--- src/rtl/pie_ram.sv ---
// Generic single-write, single-read synchronous RAM with a registered read.
// No dependencies.
`default_nettype none

module pie_ram #(
    parameter int WIDTH = 32,
    parameter int DEPTH = 64
) (
    input  wire logic                     clk,
    input  wire logic                     we,
    input  wire logic [$clog2(DEPTH)-1:0] waddr,
    input  wire logic [WIDTH-1:0]         wdata,
    input  wire logic [$clog2(DEPTH)-1:0] raddr,
    output logic      [WIDTH-1:0]         rdata
);

    logic [WIDTH-1:0] mem [DEPTH];

    // Write port and registered read port.
    always_ff @(posedge clk)
    begin
        if (we)
        begin
            mem[waddr] <= wdata;
        end
        rdata <= mem[raddr];
    end

endmodule

`default_nettype wire

--- config.mk ---
export PLATFORM = sky130hd
export DESIGN_NAME = pie_ram
export DESIGN_NICKNAME = d
export VERILOG_FILES = /design/src/rtl/pie_ram.sv
export SDC_FILE = /design/constraint.sdc
export NUM_CORES = 2
export LEC_CHECK = 0
export BUFFER_PORTS_ARGS = -buffer_cell sky130_fd_sc_hd__clkbuf_2
export CAP_MARGIN = 10
export CORE_MARGIN = 1.5
export CORE_UTILIZATION = 60
export CTS_CLUSTER_SIZE = 10
export DETAILED_ROUTE_END_ITERATION = 8
export PLACE_DENSITY_LB_ADDON = 0.1
export SYNTH_ARGS = -nofsm -noshare
export SYNTH_HDL_FRONTEND = slang
export SYNTH_SLANG_ARGS = --single-unit
--- constraint.sdc ---
create_clock -name clk -period 5.4 [get_ports clk]
set_input_delay 1.08 -clock clk [delete_from_list [all_inputs] [get_ports clk]]
set_output_delay 1.08 -clock clk [all_outputs]
set_load 0.1 [all_outputs]
* After elaboration in Yosys (flattened, before gate mapping)
Memory sizes are Yosys's and may differ from the RTL's. A register that Yosys moved wholly into a read port is not among the register bits.
Cells that the tools add are included.
** Storage, ports and cells
- Register bits after elaboration :: 0
- RAM bits :: 2048
- Input bits :: 46
- Output and inout port bits :: 32
- Logic and storage cells :: 3
- Memories :: 1
** Cells by class
- Muxes and demuxes :: 2
** Memory list
- mem :: words 64, bits a word 32, rd ports 1, clocked after Yosys merged registers in 1, wr ports 1, RTL line 17 : logic [WIDTH-1:0] mem [DEPTH];
** Operators by type and width (count)
- two-way mux 1 bit :: 2

* Depth between registers and ports, before layout
- Depth after elaboration :: 2
- Mapped depth :: 10
- Gate-level depth less buffers :: 5

* Least setup slack after synthesis
OpenSTA, ideal clock, no wires.
- Path kind :: input -> register
- Start :: input waddr[3]
- End :: memory mem[48][0] (enable)
- Setup time :: 461 ps
- Arrival :: 3779 ps
- Required time :: 4939 ps
- Slack :: 1160 ps
- Cell stages on the path :: 4
- Buffers on the path :: 1
- Path through :: clkbuf_1 -> nor2b_1 -> nand4b_1 -> nor3_1
** RTL lines
- start: declaration :: RTL line 11 : input wire logic [$clog2(DEPTH)-1:0] waddr,
- end: declaration :: RTL line 17
No word-level cell before the write port.

==> run metrics <==
startpoint types primary input; DR pass1 iterations 5; number of flops mapped to enable cells by yosys just over 2000; layout net count around 3700; area of the multi-input gates ~16000 µm²; post-route cell area slightly below 90000 µm²; CTS Sinks 2080; Commonest cells post-synth edfxtp_1, mux4_2, nor2_1; placed inst area slightly above 80000 µm²; CP endpoint kind register; Mapped Area approximately 79000 µm²; Core ar. around 130000 µm²; Slew Limit Fails 0; RR Endpoint rdata[29]$_DFF_P_; worst-path cell chain buf_8 > buf_12 > mux4_2 > mux4_2 > o22ai_1 > nor2_1; post-route setup TNS 0 ns; unrepaired setup endpoints after global routing no; crit-path max FO 54; # Post-CTS Setup Buffers 0; GRT overflow 0; global-route wire length before repair 281000 µm; normalized max-slew margin between 15 and 20%; Reg2Reg Setup Slack around 3 ns; Async S/R FF share, synth 0%; final setup vio count 0; Final Skew ~0.026 ns; Clk Latency, worst-skew pair between 0.8 and 0.9 ns; CP max-delay cell o22ai_1; ys flop type edfxtp_1; Tot Pwr 33.5 mW; Residual DRC 0; root buf cell clkbuf_16; antenna violations before repair 13; Crit path top cell by count mux4_2; Final Worst Setup Slack 1.93 ns; Area Overhead vs Synth 12.8%; register area 62100 µm²; syn nets 3370; CTS Buf Count around 230; iteration-0 DRC count of the detailed router approximately 5400; Pwr Density 378 nW/µm²; GR Layer Usage met3 between 6 and 7%; CTS clk-pin slew, worst paths 0.05 ns; Detailed Route WL about 200000 µm; io pins about 80; cell family with most CP delay multiplexers; Leak around 28 nW; Yosys reg bits around 2100; Slew @ Worst Pin 1.25 ns; vias per cell 6.87; Crit Path Class in2reg; Synth top area share approximately four fifths; placed cells between 5000 and 6000; final hold vios 0; Seq/Total Area, Yosys 79.1%; Critical Path End rdata[29]$_DFF_P_; Max Cap Viol 0; reg2reg start mem[8][29]$_DFFE_PP_; status complete, no violations; crit share post-route between 60% and 70%; Initial Util about three fifths; Synth area leader edfxtp_1; routing usage on met1 44.9%; CP peak stage delay roughly 0.63 ns; CP required approximately 6 ns; max frequency ~290 MHz; Die Ht roughly 360 µm; dominant cells by area after synthesis edfxtp_1, mux4_2, mux2i_1; detailed placer's ending HPWL approximately 110000 µm; All-Layer GR Usage between 30% and 40%; most used routing layer in global routing met2; Die Area about 130000 µm²; Post-Layout Cell Count 5470; fin crit period roughly 3.5 ns; met2 Use GR between 40% and 50%; Placer Congestion 0.811; final antenna-violating net count 0; R2R depth 4; Mapped Cells 3324; hold_buf cts 0; # fillers roughly 7900; Die W roughly 360 µm; largest net degree at the start of global routing 82; Setup WS pre-CTS 1.01 ns; worst hold slack between 0.7 and 0.8 ns; H-tree depth 4; crit path DAT between 4 and 5 ns; Peak VDD IR about 0.00035 V; Final Util between 60% and 70%; Crit path depth 6; drt wl/cell roughly 36 µm; Mean Syn Cell Area around 24 µm²; Ys Warns 0; Gates resized, CTS repair 0; CTS Buffer Depth 3; WP buf/inv 2; Worst Setup SP raddr[0]; number of global-route vias before repair around 38000; Yosys cell types 34; vias between 30000 and 40000; top-count cell post-synth edfxtp_1; Hold Path Class in2reg; CTS tree done; I/O Buffers 77; layout cell share with drive strength beyond 1 29.6%; # rows 132
## cells in the final DEF (no fill, tap or decap), types with 2 or more instances in the layout
cell | netlist | layout
nand2b_1 | 8 | 8
and2_1 | 2 | 2
edfxtp_1 | 2048 | 2048
mux2i_1 | 93 | 93
clkbuf_1 | 74 | 92
nor2_4 | 0 | 62
clkinv_8 | 0 | 4
buf_8 | 0 | 3
or2_2 | 1 | 2
or3_1 | 3 | 3
nand3b_1 | 5 | 5
diode_2 | 0 | 2
nor2b_1 | 15 | 15
clkinv_1 | 0 | 2
or3b_2 | 3 | 3
nand4_1 | 2 | 2
o221ai_1 | 27 | 27
clkbuf_16 | 0 | 233
or3b_1 | 2 | 2
dfxtp_1 | 32 | 32
inv_6 | 0 | 3
nand3_1 | 5 | 5
buf_12 | 0 | 20
a311oi_1 | 8 | 8
nor3_1 | 7 | 5
inv_16 | 0 | 2
clkbuf_2 | 0 | 73
nor3_2 | 0 | 2
nand2_1 | 26 | 26
a22oi_1 | 12 | 12
a21oi_1 | 62 | 62
o32ai_1 | 4 | 4
buf_4 | 25 | 150
buf_16 | 0 | 2
a41o_1 | 4 | 4
and3_1 | 4 | 4
mux4_2 | 544 | 544
o22ai_1 | 84 | 84
nor2_1 | 137 | 75
## report_power, final
| group | internal [mW] | leakage, nW | switching [mW] | total [mW] |
|---|---|---|---|---|
| sequential | 17.9 | 18.7 | 0.0672 | 18.0 |
| clock | 7.78 | 3.04 | 5.82 | 13.6 |
| combinational | 0.620 | 5.98 | 1.30 | 1.92 |
| total | 26.3 | 27.7 | 7.19 | 33.5 |
## logic make-up after synthesis
group | synth area share, %
DFF | 79.1
and+or+nand+nor | 1.27
AOI/OAI and AO/OA | 1.67
muxes | 16.8
buffers and inverters | 1.13
## final cells by class
type                            instances  share of cell area (%)
Timing Repair Buffer                  248                    2.25
Sequential cell                      2080                    70.1
Clock inverter                         11                   0.157
Multi-Input combinational cell       1062                    18.0
Antenna cell                            2                 0.00565
Clock buffer                          325                    6.97
Tap cell                             1742                    2.46
## sequential cells by signal (all words and copies together), names as in the netlist
name,count
mem,2048
rdata,32
## metal layers
metal	vias up	part of all wire, %
li1	14800	-
met1	20200	38
met2	2187	48
met3	318	10
met4	14	2.9
met5	-	0.042
## how the worst min path moves through the flow
| stage | endpoint | start | depth (start not counted) |
|---|---|---|---|
| floorplan | rdata[17]$_DFF_P_ | mem[12][17]$_DFFE_PP_ | 4 |
| global placement | rdata[4]$_DFF_P_ | mem[12][4]$_DFFE_PP_ | 4 |
| detailed placement | rdata[4]$_DFF_P_ | mem[13][4]$_DFFE_PP_ | 4 |
| CTS | rdata[4]$_DFF_P_ | mem[13][4]$_DFFE_PP_ | 4 |
| global route | mem[60][16]$_DFFE_PP_ | wdata[16] | 1 |
| finish | mem[48][16]$_DFFE_PP_ | wdata[16] | 1 |
(Power assumes the default switching activity.)
