## config.mk

```make
export PLATFORM = sky130hd
export DESIGN_NAME = pie_div
export DESIGN_NICKNAME = d
export VERILOG_FILES = /design/src/rtl/pie_pkg.sv /design/src/rtl/pie_div.sv
export SDC_FILE = /design/constraint.sdc
export NUM_CORES = 1
export LEC_CHECK = 0
export CORE_ASPECT_RATIO = 0.6
export CORE_MARGIN = 2
export CORE_UTILIZATION = 35
export CTS_BUF_LIST = sky130_fd_sc_hd__clkbuf_16
export CTS_CLUSTER_DIAMETER = 40
export DETAILED_ROUTE_END_ITERATION = 6
export DONT_BUFFER_PORTS = 1
export PLACE_DENSITY = 0.6
export SYNTH_ARGS = -nofsm -noshare
export SYNTH_HDL_FRONTEND = slang
export SYNTH_SLANG_ARGS = --single-unit
```

## constraint.sdc

```tcl
create_clock -name clk -period 4.29 [get_ports clk]
set_clock_uncertainty 0.15 [all_clocks]
set_input_delay 0.858 -clock clk [delete_from_list [all_inputs] [get_ports clk]]
set_output_delay 0.858 -clock clk [all_outputs]
set_load 0.005 [all_outputs]
```

## src/rtl/pie_pkg.sv

```systemverilog
// Shared types and constants for the power-iteration eigenvector block.
// Used by pie_div and power_iteration_eigenvector; depends on nothing.
`default_nettype none

package pie_pkg;

    // Width of one row sum y_i of A*x (Q.24, sum of up to 64 terms).
    localparam int Y_W = 40;
    // Packed width of a result request, padded to whole bytes.
    localparam int OUT_DATA_W = 88;

    // Configuration register indexes.
    localparam logic [1:0] REG_SIZE  = 2'd0;
    localparam logic [1:0] REG_LIMIT = 2'd1;
    localparam logic [1:0] REG_CAP   = 2'd2;

    // Status of the shared divider as seen by the sequencer.
    typedef struct packed {
        logic busy;
        logic done;
    } div_status_t;

endpackage

`default_nettype wire

```

## src/rtl/pie_div.sv

```systemverilog
// Restoring divider, 64-bit dividend by 32-bit divisor, one quotient bit a cycle.
// Depends on pie_pkg for the status struct.
`default_nettype none

module pie_div
    import pie_pkg::*;
(
    input  wire logic        clk,
    input  wire logic        rst_n,
    input  wire logic        start,
    input  wire logic [63:0] numer,
    input  wire logic [31:0] denom,
    output div_status_t      status,
    output logic      [63:0] quot
);

    logic [63:0] num_reg, num_next;
    logic [31:0] rem_reg, rem_next;
    logic [31:0] den_reg;
    logic [6:0]  cnt_reg, cnt_next;
    logic        done_reg, done_next;
    logic [32:0] rem_sh;
    logic        qbit;

    // One restoring step: shift in the next dividend bit and try to subtract.
    always_comb
    begin
        rem_sh    = {rem_reg, num_reg[63]};
        qbit      = (rem_sh >= {1'b0, den_reg});
        rem_next  = qbit ? 32'(rem_sh - {1'b0, den_reg}) : rem_sh[31:0];
        num_next  = {num_reg[62:0], qbit};
        cnt_next  = cnt_reg - 7'd1;
        done_next = (cnt_reg == 7'd1);
    end

    // Control state.
    always_ff @(posedge clk or negedge rst_n)
    begin
        if (!rst_n)
        begin
            cnt_reg  <= '0;
            done_reg <= 1'b0;
        end
        else if (start)
        begin
            cnt_reg  <= 7'd64;
            done_reg <= 1'b0;
        end
        else if (cnt_reg != 7'd0)
        begin
            cnt_reg  <= cnt_next;
            done_reg <= done_next;
        end
        else
        begin
            done_reg <= 1'b0;
        end
    end

    // Datapath; the dividend register fills with quotient bits.
    always_ff @(posedge clk)
    begin
        if (start)
        begin
            num_reg <= numer;
            rem_reg <= '0;
            den_reg <= denom;
        end
        else if (cnt_reg != 7'd0)
        begin
            num_reg <= num_next;
            rem_reg <= rem_next;
        end
    end

    assign status.busy = (cnt_reg != 7'd0);
    assign status.done = done_reg;
    assign quot        = num_reg;

endmodule

`default_nettype wire

```

# [Word level (Yosys, flattened, before mapping)]
# Cells that the tools add are included.
[totals] ff_bits=136 in_bits=99 wordCells=18
[op_classes] add_sub_neg=2 order_cmp=1 n_eq_ne=1 n_mux=7 n_reduce_logical=2
[ops] operator="64-bit 2-to-1 mux" count=2
[ops] operator="33-bit by 32-bit greater-or-equal comparator with 1-bit output" count=1
[ops] operator="32-bit 2-to-1 mux" count=1
[ops] operator="32-bit subtractor" count=1
[ops] operator="7-bit 2-to-1 mux" count=2
[ops] operator="7-bit by 1-bit equality test with 1-bit output, second input constant" count=1
[ops] operator="7-bit nonzero test" count=1
[ops] operator="7-bit by 1-bit subtractor with 7-bit output, second input constant" count=1
[ops] operator="1-bit 2-to-1 mux" count=2
[ops] operator="2-bit nonzero test" count=1

# [Depth between registers and ports, before layout]
[depth] depth_word=3 depth_mapped=14 ltp_nobuf=12

# [Worst setup path before layout]
# Ideal clock, no wire load.
[synth_path] path_kind="input -> register" from="input start" to="register num_reg[0] (netlist: quot[0]) (enable)" setup_ps=418 arrival_ps=2656 required_time_ps=3722 setup_slack_ps=1066 cell_stages=4 path_buffers=2 cell_sequence="clkbuf_1 clkbuf_1 nor2_1 inv_1"
[synth_via] elab_chain_len=1
[synth_lines] element="from (decl)" line="pie_div.sv:10" text="input wire logic start,"
[synth_lines] element="2-bit nonzero test (no line)"
[synth_lines] element="to (signal assigned)" line="pie_div.sv:65" text="num_reg <= numer;"
[synth_lines] element="to (signal assigned)" line="pie_div.sv:71" text="num_reg <= num_next;"
[synth_lines] element="to (decl)" line="pie_div.sv:17" text="logic [63:0] num_reg, num_next;"
# No other way between the ends.
# A chain may end at the register's enable or synchronous reset.

# [Final worst setup path]
[layout_path] from="register den_reg[15]" to="register rem_reg[27]"
[layout_via] elab_chain_len=2
[layout_lines] element="from (decl)" line="pie_div.sv:19" text="logic [31:0] den_reg;"
[layout_lines] element="from (signal assigned)" line="pie_div.sv:67" text="den_reg <= denom;"
[layout_lines] element="32-bit subtractor or 33-bit by 32-bit greater-or-equal comparator with 1-bit output (tied branches)" line="pie_div.sv:30, pie_div.sv:29"
[layout_lines] element="32-bit 2-to-1 mux *" line="pie_div.sv:30" text="rem_next = qbit ? 32'(rem_sh - {1'b0, den_reg}) : rem_sh[31:0];"
[layout_lines] element="to (signal assigned)" line="pie_div.sv:72" text="rem_reg <= rem_next;"
[layout_lines] element="to (decl)" line="pie_div.sv:18" text="logic [31:0] rem_reg, rem_next;"
# Every way passes the cells marked *; elsewhere a longest branch is shown, timed or not.

==> key figures <==
Job
  – Max cap viols: 0

GRT
  – GR Util All Layers: between 10% and 20%
  – Global-route wire length before repair: 26.6 mm
  – Initial antenna violation count: 1
  – Number of global-route vias before repair: ~4900
  – Largest net degree at the start of global routing: between 100 and 150
  – GR Overflow Total: 0

Yosys
  – Post-synth ARST share: 5.88%
  – Cell count after synthesis: ~660
  – Most common cell in the synthesized netlist: edfxtp_1
  – Mapped cell area: slightly above 0.007 sq mm
  – Dominant cell type by area after synthesis: edfxtp_1
  – Commonest cells in the netlist: 96 x edfxtp_1, 65 x nor2_1, 64 x mux2_2
  – Syn nets: a little under 800
  – Commonest register cell after synthesis: edfxtp_1
  – Yosys warning count: 0
  – Post-synth top area share: 39.6%
  – Main area contributors after synthesis: edfxtp_1 40%, mux2_2 9.9%, dfxtp_1 8.8%
  – #FFs+latches synth: between 100 and 150
  – Cell variety after synth: between 50 and 60
  – Avg Inst Size Synth: around 11 sq um
  – Register area share after synthesis: between 50% and 60%
  – Post-synth EDFFs: 96

STA
  – Worst Max-Slew Pin Slew: just under 0.8 ns
  – RSZ-0062 raised after global routing: no
  – Final setup viols: 0
  – Setup TNS: 0 ns
  – Final slew viol count: 0
  – Post-route minimum period: between 3 and 4 ns
  – Final Hold Viols: 0
  – Max Freq: about 290 MHz
  – Period utilization: about 80%
  – Relative slew margins: 48.3%

CTS
  – Root Driver: clkbuf_16
  – Worst skew pair latency: 0.42 ns
  – CTS H-tree lvls: 4
  – Post-CTS setup buffer count: 0
  – CTS Buf Count: 17
  – Post-cts gate resize count: 0
  – Reg clk slew, reported paths: around 0.060 ns
  – # clock sinks: 136
  – Clk buf depth: 2
  – CTS tree: yes

Floorplan
  – Die width: 190 um
  – Core area: 0.0202 sq mm
  – I/O pin total: between 150 and 200
  – Die ar.: around 0.022 sq mm
  – Die height: 116 um
  – Row Count: 40
  – Initial core utilization: 36.1%

Worst setup path
  – FF-to-FF path depth: 10
  – Critical path type: register to register
  – CP max stage delay: 0.51 ns
  – Critical Path RT: 4.50 ns
  – CP Cell Sequence: inv_1 -> ha_1 -> nand2_1 -> nor3_1 -> o211ai_1 -> a21o_1 -> o21ai_0 -> a31oi_1 -> or4b_1 -> nand3_1
  – Slowest-stage cell, CP: or4b_1
  – CP arrival: 3.66 ns
  – Crit Path Max Fanout: 5
  – Worst setup SP type: register
  – Crit. End Element: register

Finish
  – Share of cells above drive strength 1: around 16%
  – Footprint of the multi-input gates: 0.00324 sq mm
  – Final Util: between 40% and 50%
  – Max reg flops: 64
  – Fill count: 1950
  – # nets final: between 700 and 800
  – Area grow syn2layout: 11.7%
  – Seq. cell area: roughly 0.0037 sq mm

Drt
  – Wirelength per Cell: 18.3 um
  – Drt first pass iters: 5
  – DR vias: between 5000 and 6000
  – DR vias/cell: 5.44
  – Antenna-violating nets left: 0
  – DR DRC count: 0
  – Starting DRT DRC Count: ~380
  – Drt total wl: about 17 mm

Place
  – DP Wirelength: 12.2 mm
  – GP Congestion: 0.893
  – IO Port Bufs: 0

Power
  – Power Density: between 600 and 700 mW/mm^2
  – Pint: between 0.003 and 0.004 W
  – Power share of the combinational group: a little under two fifths
  – Clk pwr share: between 20 and 30%
  – Sequential share of power: a little over a third
  – Max IR drop VDD: roughly 0.00034 V
  – Leak Pwr: around 3.3 nW
  – Switching power: a little over 0.002 W
  – Sw frac: 36.3%

Min path
  – Hold Path Class: register to register
  – Hold path depth: 2

Status
  – Status: finished, final reports clean
==> cells in the final DEF, fill, tap and decap left out, drive strengths merged, types with 8 or more instances in the layout <==
master	count
mux2i	9
inv	45
clkinv	9
nand4	10
a21o	14
xnor2	20
a211oi	29
mux2	64
clkbuf	17
nand3	9
dfrtp	8
nor2	65
xor2	8
nand2	33
edfxtp	96
ha	34
o21ai	23
nor3	22
a21oi	33
dfxtp	32
==> metal layers <==
metal	GRT usage, %	vias to the layer above	share of wire (%)
li1	-	2418	-
met1	23.6	2462	50
met2	21.0	197	41
met3	6.42	12	8.3
met4	3.15	0	0.54
met5	0	-	0
==> power by group through the flow <==
stage | clock network, W | logic (W) | registers [W]
3_3_place_gp | 0 | 0.00196 | 0.00205
6_report | 0.00149 | 0.00204 | 0.00203
4_1_cts | 0.00154 | 0.00202 | 0.00204
3_5_place_dp | 0 | 0.00201 | 0.00205
5_1_grt | 0.00160 | 0.00228 | 0.00208
2_1_floorplan | 0 | 0.00166 | 0.00197
==> final cells by class <==
class                           instances  area share [%]
Multi-Input combinational cell        445            39.9
Clock buffer                           17            5.24
Clock inverter                         15            2.17
Tap cell                              273            4.21
Inverter                               43            1.99
Antenna cell                            1          0.0308
Timing Repair Buffer                    6           0.585
Sequential cell                       136            45.8
==> worst max-delay path, delay by kind of cell, from the launching register on <==
family	cells	cell delay (ns)
buffers and inverters	1	0.05
flip-flops	1	0.33
AO/OA/AOI/OAI	4	1.31
adder cells (fa/ha/maj)	1	0.35
AND/OR/NAND/NOR	4	1.19
==> worst paths after layout <==
| kind | from | end | slack [ns] |
|---|---|---|---|
| setup reg to reg | den_reg[15]$_DFFE_PP_ | rem_reg[27]$_SDFFE_PP0P_ | 0.84 |
| hold reg to reg | rem_reg[22]$_SDFFE_PP0P_ | rem_reg[22]$_SDFFE_PP0P_ | 0.33 |
| setup / recovery | den_reg[15]$_DFFE_PP_ | rem_reg[27]$_SDFFE_PP0P_ | 0.84 |
| hold / removal | rem_reg[22]$_SDFFE_PP0P_ | rem_reg[22]$_SDFFE_PP0P_ | 0.33 |
| max in group asynchronous | rst_n | cnt_reg[3]$_DFFE_PN0P_ | 3.04 |
| min in group asynchronous | rst_n | done_reg$_DFF_PN0_ | 0.65 |
==> cell families (layout without fill, tap and decap cells) <==
| group | count (synthesis) | count (layout) | share of synthesized area, % |
|---|---|---|---|
| compound gates | 138 | 138 | 12.7 |
| buf+inv | 77 | 81 | 4.27 |
| mux | 73 | 73 | 11.1 |
| other cells | 0 | 1 | 0 |
| simple gates | 171 | 171 | 11.2 |
| xor+xnor | 28 | 28 | 3.37 |
| flops | 136 | 136 | 51.2 |
| fa+ha+maj | 35 | 35 | 6.13 |
==> timing repair <==
action | in CTS | in global routing
hold buffers | 1 | 0
setup endpoints to repair | 0 | 0
endpoints found under the hold margin | 8 | 0
==> metrics by stage <==
step / hold slack (ns) / worst slack (ns) / power (W) / instances / area [sq um]
finish: 0.329 / 0.843 / 0.00557 / 936 / 8120
global route: 0.343 / 0.608 / 0.00596 / 935 / 8120
CTS: 0.328 / 0.841 / 0.00560 / 935 / 8120
detailed placement: 0.313 / 0.844 / 0.00407 / 902 / 7510
global placement: 0.308 / 0.912 / 0.00400 / 902 / 7510
floorplan: 0.299 / 1.07 / 0.00363 / 658 / 7270
Power figures use the tool's default switching activity.
